## src/sv/tevq_pkg.sv

```systemverilog
`timescale 1ns / 1ps
// tevq_pkg: shared constants, item types and cell types for the timed event queue
// depends on nothing; used by tevq_cell and timed_event_queue

package tevq_pkg;

    localparam int QUEUE_DEPTH = 16;
    localparam int TYPE_COUNT  = 16;
    localparam int MAX_RESULTS = 16;

    localparam int TIME_W = 64;
    localparam int KIND_W = 4;
    localparam int ARG_W  = 32;

    typedef enum logic [1:0] {
        OP_ADD     = 2'd0,
        OP_REMOVE  = 2'd1,
        OP_CHANGE  = 2'd2,
        OP_ADVANCE = 2'd3
    } op_t;

    typedef struct packed {
        logic [1:0]        operation;
        logic [KIND_W-1:0] event_type;
        logic [ARG_W-1:0]  delay;
        logic [ARG_W-1:0]  elapsed;
    } in_item_t;

    typedef struct packed {
        logic              fired;
        logic [KIND_W-1:0] fired_type;
        logic              preempt;
        logic              overflow;
        logic [TIME_W-1:0] current_time;
        logic              last;
    } out_item_t;

    // one queue slot as held by a cell
    typedef struct packed {
        logic              valid;
        logic [TIME_W-1:0] stamp;
        logic [KIND_W-1:0] kind;
    } entry_t;

    // broadcast command to every cell
    typedef struct packed {
        logic              insert;
        logic              delete;
        logic [TIME_W-1:0] stamp;
        logic [KIND_W-1:0] kind;
    } cell_ctl_t;

endpackage

```

## src/sv/tevq_cell.sv

```systemverilog
`timescale 1ns / 1ps
// tevq_cell: one slot of the sorted queue, shifts toward either neighbor
// depends on tevq_pkg

module tevq_cell (
    input  logic               clk,
    input  logic               rst_n,
    input  tevq_pkg::cell_ctl_t ctl,
    input  tevq_pkg::entry_t   left,
    input  tevq_pkg::entry_t   right,
    input  logic               left_ge,
    input  logic               left_hit,
    output tevq_pkg::entry_t   q,
    output logic               ge,
    output logic               hit
);
    import tevq_pkg::*;

    logic              valid_reg, valid_next;
    logic [TIME_W-1:0] stamp_reg, stamp_next;
    logic [KIND_W-1:0] kind_reg, kind_next;
    logic              match;

    assign q     = '{valid: valid_reg, stamp: stamp_reg, kind: kind_reg};
    // new stamp goes at or before this slot
    assign ge    = !valid_reg || (ctl.stamp < stamp_reg);
    assign match = valid_reg && (kind_reg == ctl.kind);
    // first match seen at or before this slot
    assign hit   = left_hit || match;

    always_comb
    begin
        valid_next = valid_reg;
        stamp_next = stamp_reg;
        kind_next  = kind_reg;
        if (ctl.insert && ge)
        begin
            if (left_ge)
            begin
                valid_next = left.valid;
                stamp_next = left.stamp;
                kind_next  = left.kind;
            end
            else
            begin
                valid_next = 1'b1;
                stamp_next = ctl.stamp;
                kind_next  = ctl.kind;
            end
        end
        else if (ctl.delete && hit)
        begin
            valid_next = right.valid;
            stamp_next = right.stamp;
            kind_next  = right.kind;
        end
    end

    always_ff @(posedge clk or negedge rst_n)
    begin
        if (!rst_n)
        begin
            valid_reg <= 1'b0;
        end
        else
        begin
            valid_reg <= valid_next;
        end
    end

    always_ff @(posedge clk)
    begin
        stamp_reg <= stamp_next;
        kind_reg  <= kind_next;
    end

endmodule

```

## src/sv/timed_event_queue.sv

```systemverilog
`timescale 1ns / 1ps
// timed_event_queue: global time clock and a time-sorted event queue built from a row of cells
// depends on tevq_pkg and tevq_cell
//
// usage
//   in channel: in_valid / in_stall / in_item carry one command item (add, remove,
//   change time, advance time). an item is taken when in_valid is high and in_stall low.
//   out channel: out_valid / out_stall / out_item carry result items; last marks the
//   final result of a command. advance may produce up to MAX_RESULTS fired items.
//   one command is handled at a time; in_stall is high while a command is in flight,
//   but a finished result may still wait in the output register while the next
//   command is accepted.
//   steps from accept to the result on the output register: add takes an insert step,
//   remove a remove step, change time a remove step and, if the type was found, an
//   insert step; advance takes a check step and then one fire step per fired item; an
//   add, remove or change with an out-of-range type goes straight to an emit step.
//   the sequencer steps the cell row with one insert or delete pass over all cells per
//   cycle while the output register is free.
//   reset clears the clock, all cell valid bits and the output valid bit; no sweep.
//   when the receiver stalls, the sequencer holds in its current step until the
//   output register is free, so no result is lost or repeated.

module timed_event_queue (
    input  logic                clk,
    input  logic                rst_n,
    input  logic                in_valid,
    output logic                in_stall,
    input  tevq_pkg::in_item_t  in_item,
    output logic                out_valid,
    input  logic                out_stall,
    output tevq_pkg::out_item_t out_item
);
    import tevq_pkg::*;

    localparam int CNT_W = (MAX_RESULTS > 1) ? $clog2(MAX_RESULTS) : 1;

    typedef enum logic [5:0] {
        ST_IDLE   = 6'b000001,
        ST_REMOVE = 6'b000010,
        ST_INSERT = 6'b000100,
        ST_CHECK  = 6'b001000,
        ST_FIRE   = 6'b010000,
        ST_EMIT   = 6'b100000
    } state_t;

    state_t            state_reg, state_next;
    logic [TIME_W-1:0] clock_reg, clock_next;
    op_t               op_reg, op_next;
    logic [KIND_W-1:0] kind_reg, kind_next;
    logic [TIME_W-1:0] ins_time_reg, ins_time_next;
    logic [TIME_W-1:0] fire_time_reg, fire_time_next;
    logic [CNT_W-1:0]  cnt_reg, cnt_next;
    logic              out_valid_reg, out_valid_next;
    out_item_t         out_item_reg, out_item_next;

    // cell row
    cell_ctl_t ctl;
    entry_t    cell_q   [QUEUE_DEPTH];
    logic      cell_ge  [QUEUE_DEPTH];
    logic      cell_hit [QUEUE_DEPTH];
    logic      pop;

    genvar gi;
    generate
        for (gi = 0; gi < QUEUE_DEPTH; gi++)
        begin : g_cell
            entry_t left_e, right_e;
            logic   left_ge_b, left_hit_b;
            if (gi == 0)
            begin : g_head
                assign left_e     = '0;
                assign left_ge_b  = 1'b0;
                // popping the head acts as a hit ahead of the first cell
                assign left_hit_b = pop;
            end
            else
            begin : g_body
                assign left_e     = cell_q[gi-1];
                assign left_ge_b  = cell_ge[gi-1];
                assign left_hit_b = cell_hit[gi-1];
            end
            if (gi == QUEUE_DEPTH - 1)
            begin : g_tail
                assign right_e = '0;
            end
            else
            begin : g_mid
                assign right_e = cell_q[gi+1];
            end
            tevq_cell u_cell (
                .clk      (clk),
                .rst_n    (rst_n),
                .ctl      (ctl),
                .left     (left_e),
                .right    (right_e),
                .left_ge  (left_ge_b),
                .left_hit (left_hit_b),
                .q        (cell_q[gi]),
                .ge       (cell_ge[gi]),
                .hit      (cell_hit[gi])
            );
        end
    endgenerate

    logic in_accept, out_free, full, found, type_ok, head_due, next_tie, fire_last;

    assign in_stall  = (state_reg != ST_IDLE);
    assign in_accept = in_valid && !in_stall;
    assign out_free  = !out_valid_reg || !out_stall;
    assign full      = cell_q[QUEUE_DEPTH-1].valid;
    assign found     = cell_hit[QUEUE_DEPTH-1];
    assign type_ok   = (32'(in_item.event_type) < TYPE_COUNT);
    assign head_due  = cell_q[0].valid && (cell_q[0].stamp <= clock_reg);
    assign next_tie  = cell_q[1].valid && (cell_q[1].stamp == fire_time_reg);
    assign fire_last = !next_tie || (cnt_reg == CNT_W'(MAX_RESULTS - 1));

    assign pop        = (state_reg == ST_FIRE);
    assign ctl.stamp  = ins_time_reg;
    assign ctl.kind   = kind_reg;
    assign ctl.insert = (state_reg == ST_INSERT) && out_free && !full;
    assign ctl.delete = ((state_reg == ST_REMOVE) || (state_reg == ST_FIRE)) && out_free;

    always_comb
    begin
        state_next     = state_reg;
        clock_next     = clock_reg;
        op_next        = op_reg;
        kind_next      = kind_reg;
        ins_time_next  = ins_time_reg;
        fire_time_next = fire_time_reg;
        cnt_next       = cnt_reg;
        out_valid_next = out_valid_reg && out_stall;
        out_item_next  = out_item_reg;

        unique case (state_reg)
            ST_IDLE:
            begin
                if (in_accept)
                begin
                    op_next       = op_t'(in_item.operation);
                    kind_next     = in_item.event_type;
                    // new event time: clock + elapsed + delay, wrapping
                    ins_time_next = clock_reg + TIME_W'(in_item.elapsed)
                                    + TIME_W'(in_item.delay);
                    if (op_t'(in_item.operation) != OP_REMOVE)
                    begin
                        clock_next = clock_reg + TIME_W'(in_item.elapsed);
                    end
                    unique case (op_t'(in_item.operation))
                        OP_ADD:              state_next = type_ok ? ST_INSERT : ST_EMIT;
                        OP_REMOVE, OP_CHANGE: state_next = type_ok ? ST_REMOVE : ST_EMIT;
                        OP_ADVANCE:          state_next = ST_CHECK;
                        default:             state_next = ST_EMIT;
                    endcase
                end
            end
            ST_REMOVE:
            begin
                if (out_free)
                begin
                    if (found && (op_reg == OP_CHANGE))
                    begin
                        state_next = ST_INSERT;
                    end
                    else
                    begin
                        out_valid_next = 1'b1;
                        out_item_next  = '{fired: 1'b0, fired_type: '0,
                                          preempt: (op_reg == OP_REMOVE) && cell_hit[0],
                                          overflow: 1'b0, current_time: clock_reg,
                                          last: 1'b1};
                        state_next     = ST_IDLE;
                    end
                end
            end
            ST_INSERT:
            begin
                if (out_free)
                begin
                    out_valid_next = 1'b1;
                    out_item_next  = '{fired: 1'b0, fired_type: '0,
                                      preempt: !full && cell_ge[0],
                                      overflow: full, current_time: clock_reg,
                                      last: 1'b1};
                    state_next     = ST_IDLE;
                end
            end
            ST_CHECK:
            begin
                if (head_due)
                begin
                    // late head pulls the clock back to its own time
                    fire_time_next = cell_q[0].stamp;
                    clock_next     = cell_q[0].stamp;
                    cnt_next       = '0;
                    state_next     = ST_FIRE;
                end
                else if (out_free)
                begin
                    out_valid_next = 1'b1;
                    out_item_next  = '{fired: 1'b0, fired_type: '0, preempt: 1'b0,
                                      overflow: 1'b0, current_time: clock_reg,
                                      last: 1'b1};
                    state_next     = ST_IDLE;
                end
            end
            ST_FIRE:
            begin
                if (out_free)
                begin
                    out_valid_next = 1'b1;
                    out_item_next  = '{fired: 1'b1, fired_type: cell_q[0].kind,
                                      preempt: 1'b0, overflow: 1'b0,
                                      current_time: clock_reg, last: fire_last};
                    cnt_next       = cnt_reg + CNT_W'(1);
                    if (fire_last)
                    begin
                        state_next = ST_IDLE;
                    end
                end
            end
            ST_EMIT:
            begin
                if (out_free)
                begin
                    out_valid_next = 1'b1;
                    out_item_next  = '{fired: 1'b0, fired_type: '0, preempt: 1'b0,
                                      overflow: 1'b0, current_time: clock_reg,
                                      last: 1'b1};
                    state_next     = ST_IDLE;
                end
            end
            default:
            begin
                state_next = ST_IDLE;
            end
        endcase
    end

    always_ff @(posedge clk or negedge rst_n)
    begin
        if (!rst_n)
        begin
            state_reg     <= ST_IDLE;
            clock_reg     <= '0;
            out_valid_reg <= 1'b0;
        end
        else
        begin
            state_reg     <= state_next;
            clock_reg     <= clock_next;
            out_valid_reg <= out_valid_next;
        end
    end

    always_ff @(posedge clk)
    begin
        op_reg        <= op_next;
        kind_reg      <= kind_next;
        ins_time_reg  <= ins_time_next;
        fire_time_reg <= fire_time_next;
        cnt_reg       <= cnt_next;
        out_item_reg  <= out_item_next;
    end

    assign out_valid = out_valid_reg;
    assign out_item  = out_item_reg;

endmodule
```

## config.mk

```make
export PLATFORM = sky130hd
export DESIGN_NAME = timed_event_queue
export DESIGN_NICKNAME = d
export VERILOG_FILES = /design/src/sv/tevq_pkg.sv /design/src/sv/tevq_cell.sv /design/src/sv/timed_event_queue.sv
export SDC_FILE = /design/constraint.sdc
export NUM_CORES = 2
export LEC_CHECK = 0
export ABC_CLOCK_PERIOD_IN_PS = 16309
export BUFFER_PORTS_ARGS = -buffer_cell sky130_fd_sc_hd__buf_2
export CAP_MARGIN = 20
export CORE_ASPECT_RATIO = 0.8
export CORE_MARGIN = 1.5
export CORE_UTILIZATION = 40
export DETAILED_ROUTE_END_ITERATION = 6
export REMOVE_ABC_BUFFERS = 1
export SETUP_SLACK_MARGIN = 0.3
export SLEW_MARGIN = 20
export SYNTH_ARGS = -nofsm -noshare
export SYNTH_HDL_FRONTEND = slang
export SYNTH_HIERARCHICAL = 1
export SYNTH_SLANG_ARGS = --single-unit
```

## constraint.sdc

```tcl
create_clock -name clk -period 16.31 [get_ports clk]
set_input_delay 3.262 -clock clk [delete_from_list [all_inputs] [get_ports clk]]
set_output_delay 3.262 -clock clk [all_outputs]
set_load 0.01 [all_outputs]
```

==> key figures <==
Outcome
  – Run status: finished clean

STA
  – Post-route minimum period: between 8000 and 9000 ps
  – Worst-margin pin slew: about 1100 ps
  – Slew HR: 27.6%
  – Unrepaired setup endpoints after global routing: no
  – Clock Skew: 71.1 ps
  – Period utilization: 51.9%
  – Fmax: about 120 MHz
  – Hold_ws: 494 ps
  – Final Hold Fails: 0
  – Max Slew Vio Count: 0
  – Final Setup Violations: 0

Setup path
  – CP arrival: around 9000 ps
  – Reg2reg setup slack: 9400 ps
  – CP max stage delay: around 810 ps
  – Crit start category: primary input
  – Critical path buffer and inverter count: 2
  – Critical path's slowest cell: a2111oi_0
  – Data required, critical path: roughly 17,000 ps
  – Crit path kind: primary input to flip-flop
  – CP Max Fanout: 12
  – Critical Path Stages: 20
  – Reg2reg path depth: 24
  – CP Cell Sequence: buf_2, ha_1, inv_1, fa_1, nand2b_1, a21oi_1, o21ai_2, a2111oi_0, nor2_1, xnor2_1, ha_1, nand4_1, nor2_1, a21boi_0, o31ai_1, a31oi_1, and4b_1, nand4_1, nor4_2, xnor2_1
  – Worst Setup End Kind: flip-flop
  – Critical path's top delay family: simple AND/OR/NAND/NOR gates

Route
  – # DRC: 0
  – Via count: 72.6k
  – Detailed Route WL: between 200 and 300 mm
  – Detail Route Antenna Nets: 0
  – Drt pass-1 iters: 6
  – Drt wl/cell: between 20 and 25 um
  – Vias per inst: 5.52
  – Initial drt markers: 5,581

Synthesis
  – Syn. warnings: 6
  – Post-Syn Area: approximately 110,000 sq um
  – Cell count after synthesis: slightly above 9k
  – Mean Syn Cell Area: 12.0 sq um

Place
  – Hpwl dp: 227 mm
  – GPL Wtd Cong: approximately 0.9
  – Port bufs: approximately 150
  – Placed inst area: around 110,000 sq um

Cells and area
  – Layout area overhead: 8.45%
  – Core Util, Final: ~44%
  – Fraction of layout cells with a size suffix above 1: between 20% and 30%
  – Design area: between 100,000 and 150,000 sq um
  – Max FFs per register: slightly above 1k
  – Final Net Count: around 11k

CTS
  – # resized after CTS: 0
  – Maximum clock path buffer count: 4
  – Quantity of hold-fixing buffers added after cts: 0
  – H-tree depth reported by CTS: 4
  – Root Buffer: clkbuf_16
  – Clk pin slew, worst setup/hold paths: 60 ps
  – Setup Buffers After CTS: 0
  – CTS buffer count: 168
  – Clk sinks: 1,385
  – CTS tree: built
  – Clk_lat worst skew: roughly 860 ps

Global route
  – Busiest grt layer: met1
  – Initial antenna violation count: 2
  – Global-route wire length before repair: approximately 450 mm
  – Vias in the first global route: between 70k and 80k
  – Gr usage total: between 20% and 30%
  – Met3 Use GR: ~2.1%
  – M1 GR Usage: roughly a third
  – Met2 GRT Util: 30.2%
  – Largest net degree at the start of global routing: just over 70
  – Total gr overflow: 0

Power
  – Leakage: ~50 nW
  – IR drop worst, VDD: 0.0993 mV
  – Total power: around 17 mW
  – Pwr/cell area: between 100 and 150 nW/um^2

Floorplanning
  – Initial Util: 40.3%
  – Rows: approximately 170
  – Chip height: 471 um
  – Io pins: around 150
  – Core ar.: between 200,000 and 300,000 sq um
  – Die W: 588 um
  – Die area: about 280,000 sq um

Worst hold path
  – Hold Crit Depth: 0
  – HP Class: flip-flop to flip-flop

Job
  – Max-capacitance violation count: 0
==> per-stage QoR <==
stage / setup WS [ps] / setup TNS (ps) / cells
finish: 7850 / 0 / 13100
global route: 7360 / 0 / 13100
CTS: 7910 / 0 / 13100
detailed placement: 7070 / 0 / 12800
global placement: 7080 / 0 / 12800
floorplan: -997 / -71810 / 8933
==> metal layers <==
metal / vias up / wire length, um
li1: 34200 / -
met1: 36200 / 153000
met2: 1854 / 121000
met3: 375 / 13500
met4: 0 / 8720
met5: - / 0
==> power breakdown <==
part	total (mW)	switching [mW]	internal, mW
Combinational	7.66	4.51	3.15
Sequential	5.14	0.481	4.66
Clock	3.71	1.56	2.15
Total	16.5	6.55	9.96
==> layout by cell type, fill, tap and decap left out, types with 35 or more instances in the layout <==
cell type,count
edfxtp_1,1298
inv_1,1148
mux2_2,1148
ha_1,1142
mux2_4,1029
a21oi_1,524
nand2_1,350
nor2_1,264
o21ai_0,230
nand4_1,207
clkbuf_16,176
nand3_1,154
buf_2,146
conb_1,139
buf_4,135
xnor2_1,120
xor2_1,120
a21o_1,106
nor3_1,94
mux2i_1,86
dfrtp_1,86
a211oi_1,58
o21a_1,42
nor2b_1,42
clkbuf_1,41
o211ai_1,37
o21ai_1,35
==> worst paths after layout <==
check / from / endpoint
worst max-delay path: in_item[0] / ins_time_reg[57]
worst min-delay path: clock_reg[62] / out_item[63]
worst max register to register: state_reg[2] / out_item[29]
worst min register to register: clock_reg[62] / out_item[63]
max in group asynchronous: rst_n / clock_reg[54]
min in group asynchronous: rst_n / state_reg[4]
==> worst register-to-register path, stage by stage, from the launching register on <==
cell,delay (ps)
dfrtp_1,500
nor3_1,150
nand3_1,340
inv_1,140
a31o_2,310
a31o_2,260
a31o_2,220
a31o_2,240
a31o_2,220
a31o_2,230
a31o_2,230
a31o_2,220
a31o_2,230
a31o_2,220
a31o_2,230
a31o_2,230
a31o_2,230
a31o_2,230
a31o_2,220
a31o_2,350
nand3b_1,200
nor2_1,80
a2111oi_2,210
buf_4,260
buf_4,630
==> final cells by class <==
class | instances | area (sq um)
diodes | 2 | 5.00
clock buffers | 227 | 4700
clock inverters | 66 | 559
fillers | 25000 | 153000
inverters | 1149 | 4310
multi-input cells | 6399 | 61700
flip-flops and latches | 1385 | 41200
well taps | 3633 | 4550
repair buffers | 283 | 1790
Power figures use the tool's default switching activity.
